File: config.mk
export PLATFORM = sky130hd
export DESIGN_NAME = dle_etx_frame_deframer
export DESIGN_NICKNAME = d
export VERILOG_FILES = /design/src/rtl/core/detfd_pkg.sv /design/src/rtl/core/detfd_front.sv /design/src/rtl/core/detfd_queue.sv /design/src/rtl/core/detfd_back.sv /design/src/rtl/core/dle_etx_frame_deframer.sv
export VERILOG_INCLUDE_DIRS = /design/src /design/src/rtl/core
export SDC_FILE = /design/constraint.sdc
export NUM_CORES = 1
export LEC_CHECK = 0
export BUFFER_PORTS_ARGS = -buffer_cell sky130_fd_sc_hd__buf_2
export CAP_MARGIN = 20
export CELL_PAD_IN_SITES_DETAIL_PLACEMENT = 0
export CELL_PAD_IN_SITES_GLOBAL_PLACEMENT = 2
export CORE_ASPECT_RATIO = 1.2
export CORE_MARGIN = 10
export CORE_UTILIZATION = 39
export DETAILED_ROUTE_END_ITERATION = 10
export PLACE_DENSITY_LB_ADDON = 0.1
export RECOVER_POWER = 100
export SKIP_CTS_REPAIR_TIMING = 1
export SLEW_MARGIN = 10
export SYNTH_ARGS = -nofsm -noshare
export SYNTH_HDL_FRONTEND = slang
export SYNTH_SLANG_ARGS = --single-unit
File: constraint.sdc
create_clock -name clk -period 3.97 [get_ports clk]
set_input_delay 1.191 -clock clk [delete_from_list [all_inputs] [get_ports clk]]
set_output_delay 1.191 -clock clk [all_outputs]
set_load 0.005 [all_outputs]
File: src/rtl/core/assert_macros.svh
// assertion macros used by the deframer back end
// each macro expects clk and rst_n in scope of the module that uses it
`ifndef ASSERT_MACROS_SVH
`define ASSERT_MACROS_SVH

// property checked every clock outside reset
`define ASSERT_ALWAYS(lbl, prop, msg) \
    lbl: assert property (@(posedge clk) disable iff (!rst_n) (prop)) else $error(msg);

// consequent must hold in the clock cycle after the antecedent
`define ASSERT_NEXT(lbl, ante, cons, msg) \
    lbl: assert property (@(posedge clk) disable iff (!rst_n) (ante) |=> (cons)) else $error(msg);

`endif

File: src/rtl/core/detfd_pkg.sv
// shared types and constants of the dle/etx frame deframer
// no dependencies
`default_nettype none

package detfd_pkg;

    localparam logic [7:0] SYM_DLE = 8'd16;
    localparam logic [7:0] SYM_ETX = 8'd3;
    localparam logic [8:0] POS_MAX = 9'd511;

    localparam int QDEPTH   = 2;
    localparam int QPTR_W   = $clog2(QDEPTH);
    localparam int QCOUNT_W = $clog2(QDEPTH + 1);

    typedef enum logic [1:0] {
        FS_HUNT,
        FS_BODY,
        FS_ESC
    } front_state_t;

    typedef enum logic [1:0] {
        OP_DATA,
        OP_PAIR,
        OP_CLOSE
    } op_t;

    typedef enum logic [1:0] {
        KIND_DATA = 2'd0,
        KIND_GOOD = 2'd1,
        KIND_BAD  = 2'd2
    } kind_t;

    // command from the front to the back
    typedef struct packed {
        op_t        op;
        logic [7:0] data;
    } cmd_t;

endpackage

`default_nettype wire

File: src/rtl/core/detfd_front.sv
// front: hunts for the opening dle, undoes the escapes and classifies each item
// depends on detfd_pkg
`default_nettype none

module detfd_front
    import detfd_pkg::*;
(
    input  wire logic       clk,
    input  wire logic       rst_n,
    input  wire logic       in_valid,
    output logic            in_ready,
    input  wire logic [7:0] in_byte,
    output logic            push,
    output cmd_t            push_cmd,
    input  wire logic       q_ready
);

    front_state_t state_reg, state_next;
    logic         take;

    assign in_ready = q_ready;
    assign take     = in_valid && q_ready;

    always_ff @(posedge clk or negedge rst_n)
    begin
        if (!rst_n)
        begin
            state_reg <= FS_HUNT;
        end
        else
        begin
            state_reg <= state_next;
        end
    end

    always_comb
    begin
        state_next    = state_reg;
        push          = 1'b0;
        push_cmd.op   = OP_DATA;
        push_cmd.data = in_byte;
        if (take)
        begin
            case (state_reg)
                FS_HUNT:
                begin
                    if (in_byte == SYM_DLE)
                        state_next = FS_BODY;
                end
                FS_BODY:
                begin
                    if (in_byte == SYM_DLE)
                        state_next = FS_ESC;
                    else
                        push = 1'b1;
                end
                FS_ESC:
                begin
                    push       = 1'b1;
                    state_next = FS_BODY;
                    if (in_byte == SYM_ETX)
                    begin
                        push_cmd.op = OP_CLOSE;
                        state_next  = FS_HUNT;
                    end
                    else if (in_byte != SYM_DLE)
                    begin
                        // dle then other byte gives both as data
                        push_cmd.op = OP_PAIR;
                    end
                end
                default:
                begin
                    state_next = FS_HUNT;
                end
            endcase
        end
    end

endmodule

`default_nettype wire

File: src/rtl/core/detfd_queue.sv
// short command queue between front and back
// depends on detfd_pkg
`default_nettype none

module detfd_queue
    import detfd_pkg::*;
(
    input  wire logic clk,
    input  wire logic rst_n,
    input  wire logic push,
    input  wire cmd_t push_cmd,
    output logic      q_ready,
    output logic      q_valid,
    output cmd_t      q_cmd,
    input  wire logic pop
);

    cmd_t                mem_reg [QDEPTH];
    logic [QPTR_W-1:0]   wr_ptr_reg, rd_ptr_reg;
    logic [QCOUNT_W-1:0] count_reg, count_next;
    logic                do_push, do_pop;

    assign q_ready = (count_reg != QCOUNT_W'(QDEPTH));
    assign q_valid = (count_reg != '0);
    assign q_cmd   = mem_reg[rd_ptr_reg];
    assign do_push = push && q_ready;
    assign do_pop  = pop && q_valid;

    always_comb
    begin
        count_next = count_reg;
        if (do_push && !do_pop)
            count_next = count_reg + 1'b1;
        else if (do_pop && !do_push)
            count_next = count_reg - 1'b1;
    end

    always_ff @(posedge clk)
    begin
        if (do_push)
            mem_reg[wr_ptr_reg] <= push_cmd;
    end

    always_ff @(posedge clk or negedge rst_n)
    begin
        if (!rst_n)
        begin
            wr_ptr_reg <= '0;
            rd_ptr_reg <= '0;
            count_reg  <= '0;
        end
        else
        begin
            if (do_push)
                wr_ptr_reg <= (wr_ptr_reg == QPTR_W'(QDEPTH - 1)) ? '0 : wr_ptr_reg + 1'b1;
            if (do_pop)
                rd_ptr_reg <= (rd_ptr_reg == QPTR_W'(QDEPTH - 1)) ? '0 : rd_ptr_reg + 1'b1;
            count_reg <= count_next;
        end
    end

endmodule

`default_nettype wire

File: src/rtl/core/detfd_back.sv
// back: tracks position, size and checksum and drives the result register
// depends on detfd_pkg and assert_macros.svh
`default_nettype none
`include "assert_macros.svh"

module detfd_back
    import detfd_pkg::*;
(
    input  wire logic        clk,
    input  wire logic        rst_n,
    input  wire logic        q_valid,
    input  wire cmd_t        q_cmd,
    output logic             pop,
    output logic             out_valid,
    input  wire logic        out_ready,
    output logic [1:0]       out_kind,
    output logic [7:0]       out_byte,
    output logic [8:0]       out_position,
    output logic             out_last
);

    logic       valid_reg, valid_next;
    logic [1:0] kind_reg, kind_next;
    logic [7:0] byte_reg, byte_next;
    logic [8:0] pos_reg, pos_next;
    logic       last_reg, last_next;

    logic       phase_reg, phase_next;
    logic [8:0] index_reg, index_next;
    logic [7:0] size_reg, size_next;
    logic [7:0] sum_reg, sum_next;
    logic [7:0] prev_reg, prev_next;

    logic       load;
    logic       first_of_pair;
    logic [7:0] cur_byte;
    logic       sum_en;
    logic       good;

    assign out_valid    = valid_reg;
    assign out_kind     = kind_reg;
    assign out_byte     = byte_reg;
    assign out_position = pos_reg;
    assign out_last     = last_reg;

    assign load          = q_valid && (!valid_reg || out_ready);
    assign first_of_pair = (q_cmd.op == OP_PAIR) && !phase_reg;
    assign cur_byte      = first_of_pair ? SYM_DLE : q_cmd.data;
    assign pop           = load && !first_of_pair;

    // id and size always count, then only the declared data bytes
    assign sum_en = (index_reg <= 9'd1) ||
                    ({1'b0, index_reg} < ({2'b0, size_reg} + 10'd2));
    assign good   = ({1'b0, index_reg} >= ({2'b0, size_reg} + 10'd3)) &&
                    (8'(sum_reg + prev_reg) == 8'd0);

    always_comb
    begin
        valid_next = valid_reg;
        kind_next  = kind_reg;
        byte_next  = byte_reg;
        pos_next   = pos_reg;
        last_next  = last_reg;
        phase_next = phase_reg;
        index_next = index_reg;
        size_next  = size_reg;
        sum_next   = sum_reg;
        prev_next  = prev_reg;
        if (load)
        begin
            valid_next = 1'b1;
            pos_next   = index_reg;
            if (q_cmd.op == OP_CLOSE)
            begin
                kind_next  = good ? KIND_GOOD : KIND_BAD;
                byte_next  = '0;
                last_next  = 1'b1;
                phase_next = 1'b0;
                index_next = '0;
                size_next  = '0;
                sum_next   = '0;
                prev_next  = '0;
            end
            else
            begin
                kind_next  = KIND_DATA;
                byte_next  = cur_byte;
                last_next  = !first_of_pair;
                phase_next = first_of_pair;
                if (index_reg == 9'd1)
                    size_next = cur_byte;
                if (sum_en)
                    sum_next = sum_reg + cur_byte;
                prev_next = cur_byte;
                if (index_reg != POS_MAX)
                    index_next = index_reg + 9'd1;
            end
        end
        else if (out_ready)
        begin
            valid_next = 1'b0;
        end
    end

    always_ff @(posedge clk or negedge rst_n)
    begin
        if (!rst_n)
        begin
            valid_reg <= 1'b0;
            phase_reg <= 1'b0;
            index_reg <= '0;
            size_reg  <= '0;
            sum_reg   <= '0;
            prev_reg  <= '0;
        end
        else
        begin
            valid_reg <= valid_next;
            phase_reg <= phase_next;
            index_reg <= index_next;
            size_reg  <= size_next;
            sum_reg   <= sum_next;
            prev_reg  <= prev_next;
        end
    end

    always_ff @(posedge clk)
    begin
        kind_reg <= kind_next;
        byte_reg <= byte_next;
        pos_reg  <= pos_next;
        last_reg <= last_next;
    end

    `ASSERT_ALWAYS(a_phase_on_pair, !phase_reg || (q_valid && q_cmd.op == OP_PAIR), "phase set without pair at head")
    `ASSERT_NEXT(a_close_clears, load && q_cmd.op == OP_CLOSE, index_reg == 9'd0 && sum_reg == 8'd0 && !phase_reg, "close did not clear frame state")
    `ASSERT_ALWAYS(a_close_no_byte, !valid_reg || kind_reg == KIND_DATA || (byte_reg == 8'd0 && last_reg), "close result carries data")
    `ASSERT_NEXT(a_pair_first_not_last, load && first_of_pair, valid_reg && !last_reg && byte_reg == SYM_DLE, "pair first half wrong")

endmodule

`default_nettype wire

File: src/rtl/core/dle_etx_frame_deframer.sv
// top level of the dle/etx byte-stuffed frame deframer with checksum check
// depends on detfd_pkg, detfd_front, detfd_queue and detfd_back
//
//   channel   dir   tdata                               tuser       tlast
//   s_*       in    [7:0] rx_byte                       -           -
//   m_*       out   [7:0] byte_value, [16:8] position   [1:0] kind  last
//
// one input byte per cycle is taken while the two-entry command queue has room
// a dle followed by a plain byte yields two results from one queue entry
// results leave from a register, so the input keeps flowing while m_tready is low
// until the queue fills; reset is asynchronous, active low, and starts in hunt
`default_nettype none

module dle_etx_frame_deframer
    import detfd_pkg::*;
(
    input  wire logic        clk,
    input  wire logic        rst_n,
    input  wire logic        s_tvalid,
    output logic             s_tready,
    input  wire logic [7:0]  s_tdata,   // [7:0] rx_byte
    output logic             m_tvalid,
    input  wire logic        m_tready,
    output logic [23:0]      m_tdata,   // [7:0] byte_value, [16:8] position, [23:17] zero
    output logic [1:0]       m_tuser,   // [1:0] kind
    output logic             m_tlast
);

    logic       push, q_ready, q_valid, pop;
    cmd_t       push_cmd, q_cmd;
    logic [7:0] out_byte;
    logic [8:0] out_position;

    detfd_front u_front (
        .clk      (clk),
        .rst_n    (rst_n),
        .in_valid (s_tvalid),
        .in_ready (s_tready),
        .in_byte  (s_tdata),
        .push     (push),
        .push_cmd (push_cmd),
        .q_ready  (q_ready)
    );

    detfd_queue u_queue (
        .clk      (clk),
        .rst_n    (rst_n),
        .push     (push),
        .push_cmd (push_cmd),
        .q_ready  (q_ready),
        .q_valid  (q_valid),
        .q_cmd    (q_cmd),
        .pop      (pop)
    );

    detfd_back u_back (
        .clk          (clk),
        .rst_n        (rst_n),
        .q_valid      (q_valid),
        .q_cmd        (q_cmd),
        .pop          (pop),
        .out_valid    (m_tvalid),
        .out_ready    (m_tready),
        .out_kind     (m_tuser),
        .out_byte     (out_byte),
        .out_position (out_position),
        .out_last     (m_tlast)
    );

    assign m_tdata = {7'd0, out_position, out_byte};

endmodule

`default_nettype wire

==> results.yml, run 1 <==
placement:
  gpl.final_weighted_congestion: 0.754
  dpl_worst_slack_ns: 0.733
  number_of_input_and_output_port_buffers_inserted: 33
  placedCellCount: 603
  hpwlAfterDp_microns: 7370
run:
  cap_viol_max_count: 1
sta:
  fin_crit_sh: 0.832
  worst_slack_ns: 0.668
  final-hold-violation-count: 0
  worst_slew_pin_slew_ns: 1.53
  final.min_clock_period_ns: 3.30
  timing_max_transition_violations_final: 20
  setup-violations-final: 0
  clock.fmax_ghz: 0.303
  fin_worst_skew_ns: 0.00604
  setup_total_negative_slack_ns: 0
  slew_headroom: -0.0253
  rsz_0062_raised_after_global_routing: "no"
cts:
  clock_tree_buffer_depth: 2
  tritoncts: "done"
  root_buffer: "clkbuf_16"
  clock_sinks: 81
  htreeDepth: 3
  cts.reportedPaths.clkPinSlew_ns: 0.06
  tritoncts.num_buffers: 9
  clock_latency_ns: 0.34
min_path:
  worstHoldPathType: "reg -> reg"
  min-delay-start: "u_back.prev_reg[3]"
  min_delay_worst_endpoint: "u_back.prev_reg[3]"
  worstHoldPathCells: 2
setup_path:
  worst-path-max-fanout: 19
  critical_path.cell_chain: "buf_2 > nand2b_1 > o21ai_1 > a2111oi_0 > a21oi_2 > or4_1 > nand3_1"
  worst_setup_path_start_kind: "input pin"
  critPathArrivalTime_ns: 3.57
  worstReg2RegStart: "u_queue.rd_ptr_reg"
  regToRegSetupSlack_ns: 0.73
  reg2regPathDepth: 10
  crit-reg2reg-capture: "u_back.sum_reg[7]"
  critical-path-slowest-cell: "a2111oi_0"
  cp_data_required_time_ns: 4.24
  criticalPathCategory: "in -> reg"
  worst_setup_end_kind: "flip-flop"
  cp_slowest_stage_delay_ns: 0.74
outcome:
  violations: "max-capacitance violations, max-slew violations"
  outcome: "finished with violations"
floorplan:
  die_height_microns: 138
  fp_rows: 43
  core_area_sq_mm: 0.0115
  initial_core_util: 0.395
  floorplan.die_area_sq_mm: 0.0164
  die_width_microns: 119
  ports: 41
routing:
  drtPass1Iterations: 4
  avgRoutedWirePerCell_microns: 16.0
  drt_first_iter_violations: 122
  antenna_violating_nets_remaining: 0
  route.detailed.drc: 0
  total_number_of_vias: 3092
  finalWirelength_microns: 9950
  routed_via_density: 4.99
synth:
  synth_largest_area_cell: "edfxtp_1"
  synth_flop_cell: "dfrtp_1"
  yosys_warnings: 0
  synth_area_leaders: "edfxtp_1, dfrtp_1, ha_1, nand2_1, xnor2_1"
  syn_inst: 421
  synth_edf_count: 40
  syn_avg_cell_area_sq_um: 10.8
  synth_seq_cells: 81
  synth_cell_type_count: 52
  synth_sequential_area_ratio: 0.489
  post_synth_instance_area_sq_mm: 0.00455
  synth.top_cell.area_share: 0.264
  asyncSetResetFlopFracSynth: 0.506
power:
  cellInternalPower_w: 0.00251
  share_comb_of_total_power: 0.440
  seq_power_share: 0.360
  vdd.ir_drop.worst_uv: 277
  total_switching_power_w: 0.00167
  power.share.switching: 0.399
  power.density_cell_area_mw_per_mm2: 819
  power.clock.fraction: 0.200
  cellLeakagePower_nw: 2.16
final_layout:
  max_ffs_per_register: 20
  most_frequent_cells_in_the_layout: "nand2_1, ha_1, dfrtp_1, edfxtp_1, nor2_1"
  fillCellCount: 1153
  final_layout_size_suffix_gt1_frac: 0.0799
  fin_cells: 620
  layout.nets: 516
  layout-area-overhead-vs-synth_pct: 12.2
  antennaDiodeCount: 0
  most_frequent_standard_cell_in_the_layout_excluding_fill_and_tap_cells: "nand2_1"
grt:
  globalRoute.totalOverflow: 0
  grt_antenna_before_repair: 0
  first_global_vias: 3223
  grt_usage: 0.126
  first_pass_grt_wire_length_microns: 16600
  grt_start_max_net_pins: 42
critical path, delay by kind of cell:
family	cells	cell delay [ns]
AOI/OAI and AO/OA	3	1.56
and+or+nand+nor	3	0.73
buffers and inverters	1	0.07
metrics by stage:
stage	cell area (sq um)	utilization	power, W	hold WS [ns]
finish	5100	0.443	0.00418	0.487
global route	5100	0.443	0.00459	0.518
CTS	5150	0.448	0.00428	0.490
detailed placement	4860	0.422	0.00343	0.478
global placement	4860	0.422	0.00340	0.473
floorplan	4570	-	0.00288	0.452
final cells by class:
type | count | area [sq um] | share of cell area
well taps | 157 | 196 | 0.0385
clock buffers | 11 | 243 | 0.0476
multi-input cells | 315 | 2180 | 0.427
inverters | 15 | 56.3 | 0.0110
clock inverters | 5 | 55.1 | 0.0108
flip-flops and latches | 81 | 2230 | 0.436
repair buffers | 36 | 145 | 0.0284
power by group through the flow:
stage	combinational, W	sequential (W)	clock [W]
final	0.00184	0.00151	0.000834
after global routing	0.00215	0.00155	0.000891
after CTS	0.00191	0.00151	0.000860
after detailed placement	0.00191	0.00152	0
after global placement	0.00188	0.00152	0
after floorplan	0.00147	0.00141	0
how the worst max path moves through the flow:
| stage | depth (start not counted) | slack (ns) | from | endpoint |
|---|---|---|---|---|
| global placement | 10 | 0.77 | u_queue.rd_ptr_reg | u_back.sum_reg[7] |
| floorplan | 8 | 0.91 | m_tready | u_queue.count_reg[1] |
| finish | 7 | 0.67 | m_tready | u_back.sum_reg[7] |
| global route | 7 | 0.42 | m_tready | u_back.sum_reg[7] |
| detailed placement | 11 | 0.73 | u_queue.rd_ptr_reg | u_back.sum_reg[7] |
| CTS | 10 | 0.73 | u_queue.rd_ptr_reg | u_back.sum_reg[7] |
metal layers:
layer,share of wire,vias up,GRT usage
li1,-,1567,-
met1,0.48,1463,0.166
met2,0.47,49,0.199
met3,0.032,13,0.0220
met4,0.015,0,0.0522
met5,0,-,0
synthesized netlist by cell type, types with 3 or more instances:
| cell | count |
|---|---|
| nand2_1 | 57 |
| mux2i_1 | 9 |
| o21ai_0 | 15 |
| inv_1 | 14 |
| buf_2 | 5 |
| edfxtp_1 | 40 |
| nand2b_1 | 4 |
| a21o_1 | 5 |
| xnor2_1 | 17 |
| clkbuf_1 | 4 |
| o31ai_1 | 6 |
| a21oi_1 | 20 |
| nor2_1 | 38 |
| mux2_2 | 9 |
| ha_1 | 44 |
| nor3_1 | 16 |
| or3_1 | 3 |
| dfrtp_1 | 41 |
| buf_4 | 7 |
| xor2_1 | 14 |
| nand3_1 | 12 |
| o211ai_1 | 4 |
cell families after synthesis:
family,share of synthesized area
and+or+nand+nor,0.143
DFF,0.489
AOI/OAI and AO/OA,0.103
adders and majority gates,0.130
xor gates and xnor gates,0.0597
buffers and inverters,0.0327
muxes,0.0421
other,0.000824
(Power assumes the default switching activity.)
==> inputs of run 2 (changes only) <==
clock period = 3.3 ns   (was 3.97 ns; I/O delays follow)
==> run 2 against run 1 <==
Net effect:
- highest routed layer unchanged
- first-iteration DRC count down 21%
- the run now ends clean
- utilization up 0.22 points
- final cell count up 0.48%
- global-route usage down 0.53 points
- worst setup slack worse by 0.36 ns
- design area up 0.49%
- count of clock-buffer cells in the layout down 1
==> results.yml, run 2 (synthesis results as in run 1) <==
final_layout:
  final_layout_size_suffix_gt1_frac: 0.0794
  max_ffs_per_register: 20
  layout-area-overhead-vs-synth_pct: 12.7
  antennaDiodeCount: 0
  most_frequent_cells_in_the_layout: "nand2_1, ha_1, dfrtp_1, edfxtp_1, nor2_1"
  most_frequent_standard_cell_in_the_layout_excluding_fill_and_tap_cells: "nand2_1"
  layout.nets: 519
run:
  cap_viol_max_count: 0
placement:
  number_of_input_and_output_port_buffers_inserted: 33
  gpl.final_weighted_congestion: 0.771
  hpwlAfterDp_microns: 7410
sta:
  setup-violations-final: 0
  final-hold-violation-count: 0
  timing.hold.ws_ns: 0.489
  setup_total_negative_slack_ns: 0
  slew_headroom: 0.0507
  timing_max_transition_violations_final: 0
  clock.fmax_ghz: 0.335
  fin_worst_skew_ns: 0.00617
  fin_crit_sh: 0.905
  final.min_clock_period_ns: 2.99
  rsz_0062_raised_after_global_routing: "no"
  worst_slew_pin_slew_ns: 1.42
min_path:
  worstHoldPathCells: 1
  worstHoldPathType: "reg -> reg"
routing:
  antenna_violating_nets_remaining: 0
  finalWirelength_microns: 9800
  drt_first_iter_violations: 96
  route.detailed.drc: 0
  total_number_of_vias: 3075
  avgRoutedWirePerCell_microns: 15.7
  routed_via_density: 4.94
  drtPass1Iterations: 4
floorplan:
  initial_core_util: 0.395
  ports: 41
  die_width_microns: 119
  fp_rows: 43
  die_height_microns: 138
  floorplan.die_area_sq_mm: 0.0164
  core_area_sq_mm: 0.0115
power:
  cellLeakagePower_nw: 2.18
  power.density_cell_area_mw_per_mm2: 992
  vdd.ir_drop.worst_uv: 353
setup_path:
  worst_setup_path_start_kind: "flip-flop"
  critPathArrivalTime_ns: 3.26
  worst_setup_end_kind: "flip-flop"
  criticalPathCategory: "reg -> reg"
  reg2regPathDepth: 10
  cp_data_required_time_ns: 3.57
  worst-path-max-fanout: 15
cts:
  root_buffer: "clkbuf_16"
  clock_sinks: 81
  tritoncts: "done"
  clock_tree_buffer_depth: 2
  cts.reportedPaths.clkPinSlew_ns: 0.06
  tritoncts.num_buffers: 9
  htreeDepth: 3
  clock_latency_ns: 0.34
grt:
  first_global_vias: 3016
  first_pass_grt_wire_length_microns: 15800
  grt_usage: 0.121
  grt_antenna_before_repair: 0
  grt_start_max_net_pins: 29
  globalRoute.totalOverflow: 0
outcome:
  outcome: "finished clean"
## run 2: critical path, cell delays in order, from the launching register on
cell and delay [ns]:
edfxtp_1 0.39, or3b_1 0.41, a21oi_4 0.38, nor2_1 0.14
ha_1 0.29, a21oi_1 0.20, o211ai_1 0.14, o41ai_1 0.32
xor2_1 0.13, or4_1 0.41, nand3_1 0.09
## run 2: cell type report
type                    count  area, sq um
clock buffers              10          229
fillers                  1148         6380
inverters                  15         56.3
clock inverters             6         83.8
repair buffers             39          163
well taps                 157          196
multi-input cells         315         2170
flip-flops and latches     81         2230
## run 2: path summary, 6_finish.rpt
path	slack, ns	endpoint	start
setup / recovery	0.31	u_back.sum_reg[7]	u_queue.mem_reg[0][9]
hold / removal	0.49	u_queue.wr_ptr_reg	u_queue.wr_ptr_reg
setup reg to reg	0.31	u_back.sum_reg[7]	u_queue.mem_reg[0][9]
hold reg to reg	0.49	u_queue.wr_ptr_reg	u_queue.wr_ptr_reg
max in group asynchronous	0.68	u_back.index_reg[8]	rst_n
min in group asynchronous	0.79	u_back.prev_reg[6]	rst_n
## run 2: routing by layer
layer	vias up	global-route usage	routed length [microns]	part of all wire
met5	-	0	0	0
met1	1446	0.162	4810	0.49
met2	45	0.184	4490	0.46
met3	14	0.0285	356	0.036
met4	0	0.0464	146	0.015
li1	1570	-	-	-
## run 2: report_power, final
group	switching, W	internal (W)
Combinational	0.00129	0.000964
Clock	0.000397	0.000660
Sequential	0.000310	0.00147
Total	0.00199	0.00310
## run 2: per-stage QoR
stage	setup slack, ns	instances	power (W)	util	cell area [sq um]
2_1_floorplan	0.444	427	0.00347	-	4570
3_3_place_gp	0.385	607	0.00412	0.424	4890
3_5_place_dp	0.321	607	0.00413	0.424	4890
4_1_cts	0.307	623	0.00522	0.452	5200
5_1_grt	0.0912	623	0.00556	0.445	5130
6_report	0.313	623	0.00509	0.445	5130
